$ cat config.mk
export PLATFORM = sky130hd
export DESIGN_NAME = igmp_gmt_walk_eval
export DESIGN_NICKNAME = d
export VERILOG_FILES = /design/src/design/igmp_gmt_pkg.sv /design/src/design/igmp_gmt_walk_eval.sv
export SDC_FILE = /design/constraint.sdc
export NUM_CORES = 1
export LEC_CHECK = 0
export ABC_AREA = 1
export BUFFER_PORTS_ARGS = -buffer_cell sky130_fd_sc_hd__buf_2
export CORE_UTILIZATION = 45
export DETAILED_ROUTE_END_ITERATION = 8
export PLACE_DENSITY = 0.66
export SETUP_SLACK_MARGIN = 0.02
export SLEW_MARGIN = 20
export SYNTH_ARGS = -nofsm -noshare
export SYNTH_HDL_FRONTEND = slang
export SYNTH_SLANG_ARGS = --single-unit
$ cat constraint.sdc
create_clock -name vclk -period 4.85
set_input_delay 0.7275 -clock vclk [all_inputs]
set_output_delay 0.7275 -clock vclk [all_outputs]
set_load 0.02 [all_outputs]
$ cat src/design/igmp_gmt_pkg.sv
`timescale 1ns / 1ps
`default_nettype none
// Shared types, codes and helpers for the IGMP group membership table.
// No dependencies.
package igmp_gmt_pkg;

    localparam int TABLE_DEPTH = 32;

    localparam logic [1:0] ACT_REPORT = 2'd0;
    localparam logic [1:0] ACT_QUERY  = 2'd1;
    localparam logic [1:0] ACT_TICK   = 2'd2;

    localparam logic [2:0] EV_START   = 3'd0;
    localparam logic [2:0] EV_STOP    = 3'd1;
    localparam logic [2:0] EV_GENERAL = 3'd2;
    localparam logic [2:0] EV_GROUP   = 3'd3;
    localparam logic [2:0] EV_FULL    = 3'd4;

    localparam logic [7:0] RT_V1_REPORT = 8'h12;
    localparam logic [7:0] RT_V2_REPORT = 8'h16;
    localparam logic [7:0] RT_V2_LEAVE  = 8'h17;
    localparam logic [7:0] RT_IS_EXCL   = 8'd2;
    localparam logic [7:0] RT_TO_INCL   = 8'd3;
    localparam logic [7:0] RT_TO_EXCL   = 8'd4;

    localparam logic [2:0] CFG_LOCAL_ADDR  = 3'd0;
    localparam logic [2:0] CFG_RANGE_BASE  = 3'd1;
    localparam logic [2:0] CFG_RANGE_MASK  = 3'd2;
    localparam logic [2:0] CFG_QUERY_IVL   = 3'd3;
    localparam logic [2:0] CFG_RESP_IVL    = 3'd4;
    localparam logic [2:0] CFG_LAST_MEMBER = 3'd5;
    localparam logic [2:0] CFG_ROBUSTNESS  = 3'd6;

    typedef struct packed {
        logic [1:0]  action;
        logic [7:0]  record_type;
        logic [31:0] group_addr;
        logic [31:0] sender_addr;
    } in_item_t;

    typedef struct packed {
        logic [2:0]  event_kind;
        logic [31:0] event_group;
        logic [7:0]  max_resp_code;
        logic        is_querier;
        logic        last;
    } out_item_t;

    // per-entry tick decision
    typedef struct packed {
        logic stop;
        logic rtx_fire;
        logic v1_clear;
    } walk_dec_t;

    // timer t has run out when now - t lies in 1 .. 2^31-1
    function automatic logic run_out(input logic [31:0] now, input logic [31:0] t);
        logic [31:0] d;
        d = now - t;
        return (d != 32'd0) && !d[31];
    endfunction

endpackage
`default_nettype wire

$ cat src/design/igmp_gmt_walk_eval.sv
`timescale 1ns / 1ps
`default_nettype none
// Tick-time decision for one table entry: expiry, retransmit, v1-host timer.
// Depends on igmp_gmt_pkg.
module igmp_gmt_walk_eval (
    input  wire logic                   valid,
    input  wire logic                   querier,
    input  wire logic [31:0]            now,
    input  wire logic [31:0]            expiry,
    input  wire logic                   rtx_valid,
    input  wire logic [31:0]            rtx_time,
    input  wire logic                   v1_valid,
    input  wire logic [31:0]            v1_time,
    output igmp_gmt_pkg::walk_dec_t     dec
);
    logic exp_out, rtx_out, v1_out;

    assign exp_out = igmp_gmt_pkg::run_out(now, expiry);
    assign rtx_out = igmp_gmt_pkg::run_out(now, rtx_time);
    assign v1_out  = igmp_gmt_pkg::run_out(now, v1_time);

    always_comb begin
        dec.stop     = valid && exp_out;
        dec.rtx_fire = valid && !exp_out && querier && rtx_valid && rtx_out;
        dec.v1_clear = valid && !exp_out && !(querier && rtx_valid && rtx_out)
                       && v1_valid && v1_out;
    end
endmodule
`default_nettype wire

Word level (Yosys, flattened, before mapping). Cells that the tools add are included.

Add/sub/neg operators: 3. Reduce and logical (&&, ||, !) cells: 21.

Operators by type and width (number): $reduce_bool A32 Y1 (3); $sub A32 B32 Y32 (3); $logic_and A1 B1 Y1 (13); $logic_not A1 Y1 (5).

Flip-flop bits (word level): 0. Logic and storage cells: 24.

Longest topological paths before layout.
Depth after elaboration: 8. Depth in mapped cells: 21. Gate-level depth less buffers: 21.

Worst setup path before layout. Ideal clock, no wire load.

Path type: input -> output. Start: input now[0]. End: output dec[0] (netlist bit). Arrival time: 2.775 ns. Data required time: 4.123 ns. Path slack: 1.348 ns. Stages on the path: 20. Path buffers: 0. Cell sequence: inv_1 > ha_1 > fa_1 > inv_1 > nand3_1 > nand3_2 > nand2_1 > nand2_1 > nand2_1 > nand2_1 > nand2_1 > nand3_1 > nand2_1 > nor2_1 > nand2_1 > nor2_1 > nand3_1 > nand2_1 > nand2_1 > nor2_1.

RTL lines: start, declared (RTL line igmp_gmt_walk_eval.sv:8) `input wire logic [31:0] now,`; end, declared (RTL line igmp_gmt_walk_eval.sv:14) `output igmp_gmt_pkg::walk_dec_t dec`.

==> implementation parameters <==
Parameter                              Value

Outcome
  Outcome ... finished clean

GRT
  Via count of the first global-routing pass ... 9285
  Maximum number of pins on one net before global-route repair ... 9
  Wire length of the first global-routing pass ... 42300 um
  GRT Resource Usage Total ... 29.5%
  Number of antenna violations at the first check in global routing ... 0
  Residual overflow from global routing ... 0

Synth
  Cell area after synthesis ... 0.00775 mm^2
  Post-Syn Nets ... 1893
  Sequential fraction of the synthesis area ... 0%
  Post-Synthesis Mean Instance Area ... 4.65 um^2
  Cells after Synth ... 1665
  Library cells used by synthesis ... 28
  Yosys warnings ... 0

Layout
  Layout overhead on the synthesized area ... 12.2%
  Commonest non-fill, non-tap cell in the layout ... sky130_fd_sc_hd__nand2_1
  Count of antenna diodes in the layout ... 0
  Highest-count cells in the layout ignoring fill and taps ... sky130_fd_sc_hd__nand2_1 (659), sky130_fd_sc_hd__inv_1 (408), sky130_fd_sc_hd__nor2_1 (178)
  Share of cells above drive strength 1 ... 9.17%
  Clock buf count ... 0
  Area used by sequential logic in the layout ... 0 um^2
  Layout fillers ... 1974
  Seq Cell Count ... 0
  Number of nets in the final layout ... 2029
  End-of-flow core utilization ... 52.1%

Timing
  Final slew viol count ... 0
  Highest Clock Rate ... 0.249 GHz
  Final count of hold timing violations ... 0
  Minimum period implied by the final worst setup slack ... 4010 ps
  RSZ-0062 raised after global routing ... false
  Transition time at the pin with the least slew margin ... 396 ps
  Rel. slew slack ... 73.4%
  Setup violations, final ... 0
  Aggregate negative setup slack ... 0 ps
  Final worst path period share ... 82.6%

Setup path
  Maximum fanout encountered on the critical timing path ... 4
  Kind of end point of the critical path ... output pin
  Arrival time worst endpoint ... 3280 ps
  CP Class ... in -> out
  CP Launch Type ... input port
  Worst EP required ... 4120 ps

Drt
  Via density per instance ... 4.93
  Via count ... 9955
  Remaining antenna violation count ... 0
  Routed length per instance ... 13.1 um
  Remaining routing DRC violations ... 0
  Initial DRC count ... 533
  DRT Wirelength ... 26400 um
  1st-pass router iterations ... 5

Pwr
  Sequential cell fraction of total power ... 0%
  Share of power burned in the clock network ... 0%
  Cell-internal power ... 354 uW
  Combinational power share ... 100.0%
  Reported net switching power ... 658 uW
  Maximum VDD drop ... 0.0506 mV
  Pwr per Cell Area ... 116 mW/mm^2
  Switching share of power ... 65.0%
  P_leak ... 5.94 nW

Place
  Estimated wirelength of the detail-placed design ... 23900 um
  Number of port buffers ... 135
  Final GP Congestion ... 0.926

Floorplan
  Height of the die ... 133 um
  Starting utilization of the core area ... 46.4%
  Num rows ... 47
  Area enclosed by the die boundary ... 0.0178 mm^2
  Area of the core region ... 0.0167 mm^2
  Chip Width ... 133 um
  # IOs ... 135

Clock tree
  Number of gates given a new drive strength after cts ... 0
  Number of buffers added to fix hold violations after cts ... 0
  Number of buffers inserted to repair setup after CTS ... 0

Hold path
  Cell count of the worst hold path ... 4
  Path class of the lowest-slack min-delay path ... in -> out

Job
  Number of max-cap violations ... 0
==> worst paths after layout <==
check | endpoint | slack [ps] | startpoint
worst max-delay path | dec[0] | 840 | now[0]
worst min-delay path | dec[2] | 1780 | valid
==> worst max-delay path: stages <==
cell,delay (ps)
sky130_fd_sc_hd__buf_2,70
sky130_fd_sc_hd__inv_1,90
sky130_fd_sc_hd__ha_1,250
sky130_fd_sc_hd__fa_1,430
sky130_fd_sc_hd__inv_1,100
sky130_fd_sc_hd__nand3_1,80
sky130_fd_sc_hd__nand3_2,110
sky130_fd_sc_hd__nand2_1,60
sky130_fd_sc_hd__nand2_1,130
sky130_fd_sc_hd__nand2_1,90
sky130_fd_sc_hd__nand2_1,90
sky130_fd_sc_hd__nand2_1,100
sky130_fd_sc_hd__nand3_1,100
sky130_fd_sc_hd__nand2_1,50
sky130_fd_sc_hd__nor2_1,70
sky130_fd_sc_hd__nand2_1,60
sky130_fd_sc_hd__nor2_1,90
sky130_fd_sc_hd__nand3_1,120
sky130_fd_sc_hd__nand2_1,120
sky130_fd_sc_hd__nand2_1,80
sky130_fd_sc_hd__nor2_1,100
sky130_fd_sc_hd__buf_2,160
==> cell families after synthesis <==
group	after synthesis	synth area share, %
AO/OA/AOI/OAI	104	7.36
XOR/XNOR	18	2.03
adder cells (fa/ha/maj)	96	15.8
buffers and inverters	414	20.1
AND/OR/NAND/NOR	1033	54.7
==> Yosys cell counts (all sizes together), types with 2 or more instances <==
master / n / area (um^2)
nor3: 17 / 90.1
nand4: 29 / 181
ha: 93 / 1160
a31oi: 3 / 18.8
xor2: 14 / 123
and2: 8 / 50.1
nand3b: 7 / 52.6
fa: 3 / 60.1
nand2: 668 / 2530
nor2: 184 / 706
nor4: 2 / 18.8
nor3b: 3 / 22.5
o21bai: 10 / 75.1
o21ai: 19 / 95.1
xnor2: 4 / 35.0
a21oi: 71 / 374
inv: 413 / 1550
nand3: 114 / 586
==> power by group through the flow <==
stage	Combinational (mW)	Clock [mW]	Sequential, mW
finish	1.01	0	0
global placement	0.992	0	0
CTS	1.00	0	0
global route	1.15	0	0
detailed placement	0.997	0	0
floorplan	0.722	0	0
==> area by class of cell <==
cell class | count | area [um^2] | area share [%]
timing repair buffer | 135 | 676 | 7.77
multi-input combinational | 1251 | 6190 | 71.2
inverter | 413 | 1550 | 17.8
tap | 220 | 275 | 3.17
==> per-stage QoR <==
stage | hold slack (ps) | instance area [um^2] | total power [mW] | cells | worst slack, ps
final | 1780 | 8700 | 1.01 | 2019 | 842
after global routing | 1800 | 8700 | 1.15 | 2019 | 565
after CTS | 1780 | 8700 | 1.00 | 2019 | 781
after detailed placement | 1780 | 8700 | 0.997 | 2019 | 779
after global placement | 1780 | 8700 | 0.992 | 2019 | 844
after floorplan | 1570 | 7750 | 0.722 | 1665 | 1350
==> per-layer routing <==
layer  track usage, %  share of wire (%)  vias to the layer above
li1                 -                  -                     5310
met4             8.78                3.3                        0
met5                0                  0                        -
met3             1.45                4.1                       51
met2             54.7                 48                      249
met1             36.5                 45                     4345
Note: power is estimated with default switching activity, not from simulation.
